[src/rtl/core/hm_pkg.sv]
// Package for the heightmap triangle interpolator.
// Shared constants, register indexes and inter-module structs; no dependencies.
`timescale 1ns / 1ps

package hm_pkg;

  localparam int unsigned MAP_SIDE_DEF = 256;

  // Configuration register indexes
  localparam logic [1:0] REG_HEIGHT_SCALE = 2'd0;
  localparam logic [1:0] REG_CELLS_ACROSS = 2'd1;
  localparam logic [1:0] REG_CELLS_DOWN   = 2'd2;

  // Item function codes
  localparam logic FUNC_WRITE = 1'b0;
  localparam logic FUNC_QUERY = 1'b1;

  localparam logic [15:0] SCALE_RST = 16'd205;
  localparam logic [7:0]  CELLS_RST = 8'd255;

  typedef struct packed {
    logic [15:0] height_scale;
    logic [7:0]  cells_across;
    logic [7:0]  cells_down;
  } hm_cfg_t;

  // Front end to memory stage
  typedef struct packed {
    logic       query;
    logic       wr_ok;
    logic [7:0] wr_val;
    logic       oor;
    logic [7:0] fx;
    logic [7:0] fz;
    logic [2:0] rd_ok;
  } hm_fe_t;

  // Memory stage to arithmetic back end
  typedef struct packed {
    logic       oor;
    logic [7:0] fx;
    logic [7:0] fz;
    logic [2:0] rd_ok;
  } hm_mix_t;

endpackage

[src/rtl/core/hm_if.sv]


interface hm_out_if;
  logic        valid;
  logic        ready;
  logic [19:0] height_out;
  logic        out_of_range;

  modport source (output valid, height_out, out_of_range, input ready);
  modport sink   (input valid, height_out, out_of_range, output ready);
endinterface

[src/rtl/core/hm_back.sv]
// Back end, stages 5-7: barycentric products, sum, gain multiply and
// result register. Depends on hm_pkg and hm_if.
`timescale 1ns / 1ps

module hm_back (
  input  logic            clk,
  input  logic            rst_n,
  input  logic            mix_v,
  input  hm_pkg::hm_mix_t mix,
  input  logic [2:0][7:0] samples,
  input  logic [15:0]     height_scale,
  output logic            up_ready,
  hm_out_if.source        out_ch
);

  typedef struct packed {
    logic              oor;
    logic [7:0]        t0;
    logic signed [16:0] p1;
    logic signed [16:0] p2;
  } s5_t;

  typedef struct packed {
    logic        oor;
    logic [15:0] h;
  } s6_t;

  typedef struct packed {
    logic        oor;
    logic [19:0] height;
  } s7_t;

  logic v5_r, v6_r, v7_r;
  logic en5, en6, en7;
  s5_t  s5_r, s5_nxt;
  s6_t  s6_r, s6_nxt;
  s7_t  s7_r, s7_nxt;

  logic [2:0][7:0]    t;
  logic signed [8:0]  d1, d2;
  logic signed [17:0] p1_w, p2_w;
  logic signed [17:0] hsum;
  logic [31:0]        prod;

  assign en7 = !v7_r || out_ch.ready;
  assign en6 = !v6_r || en7;
  assign en5 = !v5_r || en6;
  assign up_ready = en5;

  always_comb begin
    // corners beyond the store read as zero
    for (int k = 0; k < 3; k++) begin
      t[k] = mix.rd_ok[k] ? samples[k] : 8'd0;
    end
    d1   = $signed({1'b0, t[1]}) - $signed({1'b0, t[0]});
    d2   = $signed({1'b0, t[2]}) - $signed({1'b0, t[0]});
    p1_w = $signed({1'b0, mix.fz}) * d1;
    p2_w = $signed({1'b0, mix.fx}) * d2;
    s5_nxt.oor = mix.oor;
    s5_nxt.t0  = t[0];
    s5_nxt.p1  = p1_w[16:0];
    s5_nxt.p2  = p2_w[16:0];
  end

  always_comb begin
    hsum = $signed({2'b00, s5_r.t0, 8'd0}) + $signed({s5_r.p1[16], s5_r.p1}) +
           $signed({s5_r.p2[16], s5_r.p2});
    s6_nxt.oor = s5_r.oor;
    s6_nxt.h   = hsum[17] ? 16'd0 : hsum[15:0];
  end

  always_comb begin
    prod = s6_r.h * height_scale;
    s7_nxt.oor    = s6_r.oor;
    s7_nxt.height = s6_r.oor ? 20'd0 : prod[31:12];
  end

  always_ff @(posedge clk) begin
    if (!rst_n) begin
      v5_r <= 1'b0;
      v6_r <= 1'b0;
      v7_r <= 1'b0;
    end else begin
      if (en5) v5_r <= mix_v;
      if (en6) v6_r <= v5_r;
      if (en7) v7_r <= v6_r;
    end
  end

  always_ff @(posedge clk) begin
    if (en5) s5_r <= s5_nxt;
    if (en6) s6_r <= s6_nxt;
    if (en7) s7_r <= s7_nxt;
  end

  assign out_ch.valid        = v7_r;
  assign out_ch.height_out   = s7_r.height;
  assign out_ch.out_of_range = s7_r.oor;

endmodule
[src/flat_wrapper.sv]
// flat-port wrapper written by rule: the top's interface ports become plain ports
module hm_back_flat 
  (clk, rst_n, mix_v, mix, samples, height_scale, up_ready, out_ch_valid, out_ch_height_out, out_ch_out_of_range, out_ch_ready);
  hm_out_if out_ch_i ();
  input  logic clk;
  input  logic rst_n;
  input  logic mix_v;
  input  hm_pkg::hm_mix_t mix;
  input  logic [2:0][7:0] samples;
  input  logic [15:0] height_scale;
  output logic up_ready;
  output wire logic [$bits(out_ch_i.valid)-1:0] out_ch_valid;
  output wire logic [$bits(out_ch_i.height_out)-1:0] out_ch_height_out;
  output wire logic [$bits(out_ch_i.out_of_range)-1:0] out_ch_out_of_range;
  input wire logic [$bits(out_ch_i.ready)-1:0] out_ch_ready;
  assign out_ch_valid = out_ch_i.valid;
  assign out_ch_height_out = out_ch_i.height_out;
  assign out_ch_out_of_range = out_ch_i.out_of_range;
  assign out_ch_i.ready = out_ch_ready;
  hm_back u_core (.clk(clk), .rst_n(rst_n), .mix_v(mix_v), .mix(mix), .samples(samples), .height_scale(height_scale), .up_ready(up_ready), .out_ch(out_ch_i));
endmodule
[config.mk]
export PLATFORM = sky130hd
export DESIGN_NAME = hm_back_flat
export DESIGN_NICKNAME = d
export VERILOG_FILES = /design/src/rtl/core/hm_pkg.sv /design/src/rtl/core/hm_if.sv /design/src/rtl/core/hm_back.sv /design/src/flat_wrapper.sv
export SDC_FILE = /design/constraint.sdc
export NUM_CORES = 1
export LEC_CHECK = 0
export BUFFER_PORTS_ARGS = -buffer_cell sky130_fd_sc_hd__buf_4
export CAP_MARGIN = 10
export CELL_PAD_IN_SITES_DETAIL_PLACEMENT = 0
export CELL_PAD_IN_SITES_GLOBAL_PLACEMENT = 2
export CORE_ASPECT_RATIO = 0.6
export CORE_MARGIN = 10
export CORE_UTILIZATION = 42
export DETAILED_ROUTE_END_ITERATION = 10
export GPL_TIMING_DRIVEN = 0
export PLACE_DENSITY = 0.93
export SYNTH_ARGS = -nofsm -noshare
export SYNTH_HDL_FRONTEND = slang
export SYNTH_SLANG_ARGS = --single-unit
[constraint.sdc]
create_clock -name clk -period 10.75 [get_ports clk]
set_input_delay 2.15 -clock clk [delete_from_list [all_inputs] [get_ports clk]]
set_output_delay 2.15 -clock clk [all_outputs]
set_load 0.02 [all_outputs]
# [After elaboration in Yosys (flattened, before gate mapping)]
# Cells that the tools add are included.
[totals] register_bits=84 inputBits=64 output_inout_bits=23 elab_cells=27
[op_classes] n_addsub=4 multipliers=3 muxes=3 n_reduce_logical=6
[ops] operator="$mul 9x9->17" n=2
[ops] operator="$mul 16x16->32" n=1
[ops] operator="$mux 8" n=3
[ops] operator="$add 17x17->18" n=1
[ops] operator="$add 18x17->18" n=1
[ops] operator="$sub 8x8->9" n=2
[ops] operator="$logic_not 1->1" n=3
[ops] operator="$logic_or 1x1->1" n=3

# [Logic depth before layout (Yosys ltp)]
# Gate-level depths: netlist of the first run.
[depth] word_depth=4 depth_mapped=28 depth_no_buf=27

# [Worst setup path before layout of the first run]
# OpenSTA, ideal clock, no wires.
[synth_timing] kind="input-to-reg" startpoint="input mix[0] (netlist bit)" endpoint="register u_core.s5_r[15] (netlist bit) (data pin)" setup_ns=0.288 t_arrival_ns=8.016 required_ns=10.462 path_slack_ns=2.447 path_stages=25 path_buffers=2 cell_sequence="clkbuf_1 nand2_1 fa_1 a21o_1 maj3_2 a21oi_2 o21bai_1 a21o_1 buf_2 or2_2 fa_1 fa_1 inv_1 fa_1 fa_1 inv_1 fa_1 inv_1 ha_1 o21ai_0 a21boi_0 o21ai_0 nand2b_1 a31oi_1 o311ai_0"
[synth_via] elab_chain_cells=3
[synth_lines] element="start, declared" line="flat_wrapper.sv:8" source="input hm_pkg::hm_mix_t mix;"
[synth_lines] element="$mux 8" line="hm_back.sv:53" source="t[k] = mix.rd_ok[k] ? samples[k] : 8'd0;"
[synth_lines] element="$sub 8x8->9" line="hm_back.sv:56" source="d2 = $signed({1'b0, t[2]}) - $signed({1'b0, t[0]});"
[synth_lines] element="$mul 9x9->17" line="hm_back.sv:58" source="p2_w = $signed({1'b0, mix.fx}) * d2;"
[synth_lines] element="via u_core.p2_w[15]" line="hm_back.sv:41" source="logic signed [17:0] p1_w, p2_w;"
[synth_lines] element="end signal, assigned" line="hm_back.sv:91" source="if (en5) s5_r <= s5_nxt;"
[synth_lines] element="end, declared" line="hm_back.sv:35" source="s5_t s5_r, s5_nxt;"
# The timed path passes the listed nets, and every way through them passes these cells.
# A chain may end at the register's enable or synchronous reset.

# [Worst setup path after layout of the first run]
# Ends and elaborated chain as after synthesis.

==> results.sh, run 1 <==
export IMPL_syn_area_per_cell_um2=9.39
export IMPL_outcome="finished, final reports clean"
export IMPL_cts_setup_buffers=0
export IMPL_ys_ff_latch=84
export IMPL_drtIter0Drc=830
export IMPL_nets=2589
export IMPL_max_clock_path_buffers=2
export IMPL_ios=87
export IMPL_htree_levels=3
export IMPL_ys_types=69
export IMPL_fmax_mhz=114
export IMPL_cp_max_fo=10
export IMPL_post_drt_via_cell_ratio=5.06
export IMPL_tns_ns=0
export IMPL_worst_r2r_path_depth=21
export IMPL_syn_area_um2=17900
export IMPL_start_kind="input port"
export IMPL_slew_violations=0
export IMPL_grtUsageTotal_pct=17.5
export IMPL_synth_enable_flop_cells=81
export IMPL_synthXorXnorAreaFrac_pct=3.18
export IMPL_syn_num_nets=2494
export IMPL_synth_area_leaders="fa_1, ha_1, edfxtp_1"
export IMPL_rr_startpoint="u_core.s6_r[7]"
export IMPL_rows=58
export IMPL_cp_slowest_stage_delay_ns=0.55
export IMPL_start_util_pct=42.6
export IMPL_period_minus_slack_ns=8.80
export IMPL_worstSetupPathType="input port to flop"
export IMPL_holdBufCountCts=0
export IMPL_crit_path_frequent_cell="fa_1"
export IMPL_synth_top_cell_area_share_pct=32.5
export IMPL_route_detailed_drc=0
export IMPL_cts_resized=0
export IMPL_slew_headroom_pct=40.0
export IMPL_synth_commonest_cells="inv_1, fa_1, ha_1"
export IMPL_routed_wl_um=44300
export IMPL_grt_max_degree=27
export IMPL_cts_tree="built"
export IMPL_synth_compound_area_share_pct=7.17
export IMPL_synthMuxAreaShare_pct=0.252
export IMPL_tightest_slew_ns=0.893
export IMPL_worstHoldPathType="flop to flop"
export IMPL_synthToLayoutAreaGrowth_pct=9.22
export IMPL_place_congestion=0.944
export IMPL_hold_start="u_core.s5_r[42]"
export IMPL_grt_antenna_before_repair=0
export IMPL_max_cap_viol_count=0
export IMPL_grt_pass1_wl_um=72700
export IMPL_first_global_vias=13800
export IMPL_cp_arrival_ns=8.92
export IMPL_dr_pass1_iters=5
export IMPL_yosysMostFrequentCell="inv_1"
export IMPL_r2r_slack_ns=3.54
export IMPL_layout_drive_gt1_share_pct=6.44
export IMPL_yosysTopAreaCell="fa_1"
export IMPL_finalSetupViolations=0
export IMPL_reg2reg_to="u_core.out_ch.height_out[17]"
export IMPL_whs_endpoint="u_core.s6_r[16]"
export IMPL_synth_ff_type="edfxtp_1"
export IMPL_worst_ep_required_time_ns=10.87
export IMPL_die_w_um=286
export IMPL_cts_clk_slew_worst_paths_ns=0.06
export IMPL_dieHeight_um=180
export IMPL_overflow=0
export IMPL_hpwl_um=37200
export IMPL_ant_nets=0
export IMPL_num_fill_cells=4119
export IMPL_io_buffers=83
export IMPL_wl_per_cell_um=17.2
export IMPL_crit_path_end_kind="flop"
export IMPL_synth_adder_area_share_pct=49.0
export IMPL_final_hold_violation_count=0
export IMPL_worstHoldPathCells=0
export IMPL_cts_sinks=84
export IMPL_clock_latency_ns=0.36
export IMPL_synth_yosys_warnings=0
export IMPL_clockRootBuffer="clkbuf_16"
export IMPL_clock_skew_ns=0.00629
export IMPL_synthSimpleGateAreaFrac_pct=17.5
export IMPL_ys_seq_area_share_pct=13.9
export IMPL_synthCells=1904
export IMPL_synth_top_family_by_area="adder cells"
export IMPL_core_um2=41900
export IMPL_dieArea_um2=51500
export IMPL_async_reset_ff_share_pct=0
export IMPL_numCtsBuffers=9
export IMPL_fin_crit_sh_pct=81.9
export IMPL_slowest_stage="fa_1"
export IMPL_grt_setup_unrepaired="no"
export IMPL_vias=13000
cells in the final DEF (no fill, tap or decap), types with 4 or more instances in the layout:
cell	netlist	layout
o21a_1	16	16
mux2_2	4	4
o21bai_1	4	4
nand3b_1	6	6
o21ai_0	27	27
xnor2_1	42	42
o211ai_1	5	5
a21o_1	28	28
nor3_1	21	21
nand2b_1	8	8
buf_4	2	85
and3_1	8	8
nand3_1	7	6
inv_1	375	375
a211oi_1	6	6
clkbuf_16	0	9
clkbuf_1	42	43
a31oi_1	10	10
fa_1	290	290
nand2_1	235	235
nor3b_1	15	15
a21boi_0	4	4
or2_2	6	6
a21oi_1	46	46
xor2_1	23	23
nor2_1	67	67
nor2b_1	35	35
o21ai_1	5	5
ha_1	236	236
and2_1	188	188
edfxtp_1	81	81
layer usage:
metal	vias up	track usage, %	part of all wire, %
li1	6181	-	-
met1	6502	24.1	46
met2	314	27.9	46
met3	43	4.24	7.1
met4	0	3.09	1.3
met5	-	0	0
critical path, delay by kind of cell:
kind / cells / cell delay [ns]
AO/OA/AOI/OAI: 7 / 1.41
XOR/XNOR: 1 / 0.38
adder cells (fa/ha/maj): 8 / 3.69
buffers and inverters: 5 / 0.60
AND/OR/NAND/NOR: 5 / 0.67
worst max path at each step:
stage          startpoint         endpoint  depth (start not counted)
6_report           mix[0]  u_core.s5_r[15]                         26
5_1_grt            mix[0]  u_core.s5_r[15]                         26
4_1_cts            mix[0]  u_core.s5_r[15]                         25
3_5_place_dp       mix[0]  u_core.s5_r[15]                         25
3_3_place_gp       mix[0]  u_core.s5_r[15]                         25
2_1_floorplan      mix[0]  u_core.s5_r[15]                         25
area by class of cell:
cell class                 count  area, um2  area share (%)
antenna                        2       5.00          0.0256
timing repair buffer          84        651            3.33
buffer                        47        194           0.993
clock inverter                 6       46.3           0.237
tap                          570        713            3.65
clock buffer                  10        229            1.17
sequential                    84       2490            12.8
multi-input combinational   1398      13800            70.6
inverter                     375       1410            7.21
state kept, by name (all words and copies together), names as in the netlist:
signal,cells
u_core.s6_r,17
u_core.out_ch.height_out,20
u_core.out_ch.valid,1
u_core.v5_r,1
u_core.v6_r,1
u_core.s5_r,43
u_core.out_ch.out_of_range,1
cell families after synthesis:
kind of cell               Yosys count
AOI/OAI and AO/OA                  186
and+or+nand+nor                    616
buffers and inverters              422
DFF                                 84
muxes                                4
adders and majority gates          527
xor gates and xnor gates            65
stage by stage:
step           utilization (%)  instances  hold slack [ns]  area (um2)  setup slack (ns)
2_1_floorplan                -       1904            0.400       17900              2.45
3_3_place_gp              45.8       2557            0.405       19200              1.58
3_5_place_dp              45.9       2558            0.408       19300              1.54
4_1_cts                   46.6       2574            0.423       19500              1.89
5_1_grt                   46.6       2574            0.445       19500              1.43
6_report                  46.6       2576            0.422       19500              1.95
Power of run 1 is not shown: default switching activity piles up to over one toggle a cycle in this logic, so the estimate is an artifact.
==> inputs of run 2 (changes only) <==
- ABC_AREA: not set -> 1
- CORE_UTILIZATION: 42 -> 35
- PLACE_DENSITY: 0.93 -> 0.88
- clock period: 10.75 -> 7.5 ns (I/O delays scaled with it)
==> results.sh, run 2 <==
export IMPL_crit_path_start="height_scale[5]"
export IMPL_start_kind="input port"
export IMPL_io_buffers=70
export IMPL_num_fill_cells=5509
export IMPL_clockRootBuffer="clkbuf_16"
export IMPL_reg2reg_to="u_core.out_ch.height_out[15]"
export IMPL_grt_setup_unrepaired="no"
export IMPL_fin_crit_sh_pct=96.5
export IMPL_crit_path_end_kind="flop"
export IMPL_fmax_mhz=138
export IMPL_dieArea_um2=63100
export IMPL_tightest_slew_ns=1.14
export IMPL_cp_max_fo=10
export IMPL_layout_drive_gt1_share_pct=5.63
export IMPL_core_um2=52500
export IMPL_synthCells=2379
export IMPL_htree_levels=3
export IMPL_route_detailed_drc=0
export IMPL_grt_antenna_before_repair=1
export IMPL_rows=65
export IMPL_start_util_pct=35.4
export IMPL_r2r_slack_ns=0.61
export IMPL_synth_enable_flop_cells=81
export IMPL_wl_per_cell_um=16.4
export IMPL_ys_types=41
export IMPL_final_common_cell="inv_1"
export IMPL_fin_util_pct=38.9
export IMPL_ys_ff_latch=84
export IMPL_clock_latency_ns=0.36
export IMPL_outcome="finished, final reports clean"
export IMPL_nets=3052
export IMPL_first_global_vias=15400
export IMPL_yosysMostFrequentCell="inv_1"
export IMPL_syn_area_per_cell_um2=7.82
export IMPL_cts_clk_slew_worst_paths_ns=0.07
export IMPL_worst_r2r_path_depth=23
export IMPL_async_reset_ff_share_pct=0
export IMPL_post_place_cells=3152
export IMPL_slew_headroom_pct=23.7
export IMPL_dieHeight_um=199
export IMPL_worstHoldPathType="flop to flop"
export IMPL_cts_tree="built"
export IMPL_worst_ep_required_time_ns=7.62
export IMPL_grt_max_degree=46
export IMPL_ant_nets=0
export IMPL_final_area_um2=20400
export IMPL_final_cell_mix="inv_1, nand2_1, fa_1"
export IMPL_die_w_um=318
export IMPL_period_minus_slack_ns=7.23
export IMPL_synthToLayoutAreaGrowth_pct=9.66
export IMPL_place_congestion=0.889
export IMPL_syn_num_nets=2969
export IMPL_syn_area_um2=18600
export IMPL_synth_commonest_cells="inv_1, nand2_1, fa_1"
export IMPL_post_drt_via_cell_ratio=4.68
export IMPL_drtIter0Drc=989
export IMPL_top_register="u_core.s5_r"
export IMPL_cp_arrival_ns=7.35
export IMPL_yosysTopAreaCell="fa_1"
export IMPL_grtUsageTotal_pct=16.7
export IMPL_dr_pass1_iters=5
export IMPL_fin_cells=3171
export IMPL_finalSetupViolations=0
export IMPL_largest_reg_flops=43
export IMPL_cts_sinks=84
export IMPL_placed_cell_area_um2=20000
export IMPL_ios=87
export IMPL_multi_input_area_um2=13500
export IMPL_synth_top_cell_area_share_pct=31.2
export IMPL_synth_ff_type="edfxtp_1"
export IMPL_synth_area_leaders="fa_1, ha_1, edfxtp_1"
export IMPL_grt_pass1_wl_um=84300
export IMPL_ys_seq_area_share_pct=13.4
export IMPL_clock_skew_ns=0.0126
export IMPL_worstSetupPathType="input port to flop"
export IMPL_final_hold_violation_count=0
export IMPL_vias=14800
export IMPL_max_clock_path_buffers=2
export IMPL_rr_startpoint="u_core.s6_r[7]"
export IMPL_synth_yosys_warnings=0
export IMPL_hpwl_um=45600
export IMPL_overflow=0
export IMPL_holdBufCountCts=0
export IMPL_critPathCapture="u_core.out_ch.height_out[15]"
export IMPL_routed_wl_um=51900
export IMPL_slew_violations=0
export IMPL_regArea_um2=2490
export IMPL_max_cap_viol_count=0
export IMPL_numCtsBuffers=9
## run 2: cell types whose count changed in the layout (fill, tap and decap cells not counted), moves of 28 or more
cell,previous run,this run
inv_1,375,642
xnor2_1,42,14
nor2b_1,35,0
and2_1,188,3
a21oi_1,46,77
nand2_1,235,568
nand3_1,6,65
nor2_1,67,190
## run 2: final cells by class
type                       count  share of cell area [%]
multi-input combinational   1581                    66.0
sequential                    84                    12.2
inverter                     647                    11.9
tap                          703                    4.31
timing repair buffer          72                    2.65
buffer                        67                    1.46
clock buffer                   9                    1.10
clock inverter                 7                   0.349
antenna                        1                  0.0123
## run 2: per-layer routing
layer	vias up	wire [um]	part of all wire, %	GRT usage [%]
met5	-	0	0	0
met4	0	535	1.0	2.84
met3	28	4410	8.5	3.42
met2	415	19100	37	22.2
met1	7202	27800	54	26.8
li1	7197	-	-	-
## run 2: logic make-up (layout without fill, tap and decap cells)
kind of cell	Yosys count	after routing	synth area share, %
compound gates	144	144	4.29
other cells	0	1	0
fa+ha+maj	526	526	47.0
flops	84	84	13.4
buf+inv	714	802	14.5
simple gates	863	863	18.4
xor+xnor	48	48	2.30
## run 2: stage by stage
step,hold slack [ns],TNS [ns],setup WS (ns)
after global routing,0.448,0,0.00407
after detailed placement,0.419,-5.85,-0.536
after CTS,0.432,0,0.0458
after floorplan,0.400,0,0.424
final,0.438,0,0.266
after global placement,0.403,-5.57,-0.440
## run 2: worst max-delay path, cell delays in order
cell and delay [ns]:
clkbuf_1 0.32, clkbuf_2 0.40, nand2_1 0.14, fa_1 0.54, inv_1 0.05, fa_1 0.47
inv_1 0.05, fa_1 0.50, inv_1 0.05, fa_1 0.51, fa_1 0.56, inv_1 0.07
fa_1 0.47, inv_1 0.05, ha_1 0.38, a21oi_1 0.48, nand2_1 0.18, nand2_1 0.09
nand3_1 0.11, a21oi_1 0.22, nand3_1 0.09, nand2_1 0.06, nor2_1 0.05
## run 2: how the worst min path moves through the flow
stage          slack (ns)         endpoint  cells past startpoint            start
2_1_floorplan        0.40  u_core.s6_r[16]                      0  u_core.s5_r[42]
3_3_place_gp         0.40  u_core.s6_r[16]                      0  u_core.s5_r[42]
3_5_place_dp         0.42  u_core.s6_r[16]                      0  u_core.s5_r[42]
4_1_cts              0.43  u_core.s6_r[16]                      0  u_core.s5_r[42]
5_1_grt              0.45  u_core.s6_r[16]                      0  u_core.s5_r[42]
6_report             0.44  u_core.s6_r[16]                      0  u_core.s5_r[42]
## run 2: repair_timing
| action | in CTS | in global routing |
|---|---|---|
| gates resized for setup | 1 | 42 |
| setup buffers | 0 | 2 |
| pin swaps | 0 | 1 |
| endpoints found under the setup margin | 4 | 27 |
Power of run 2 is left out for the same reason.
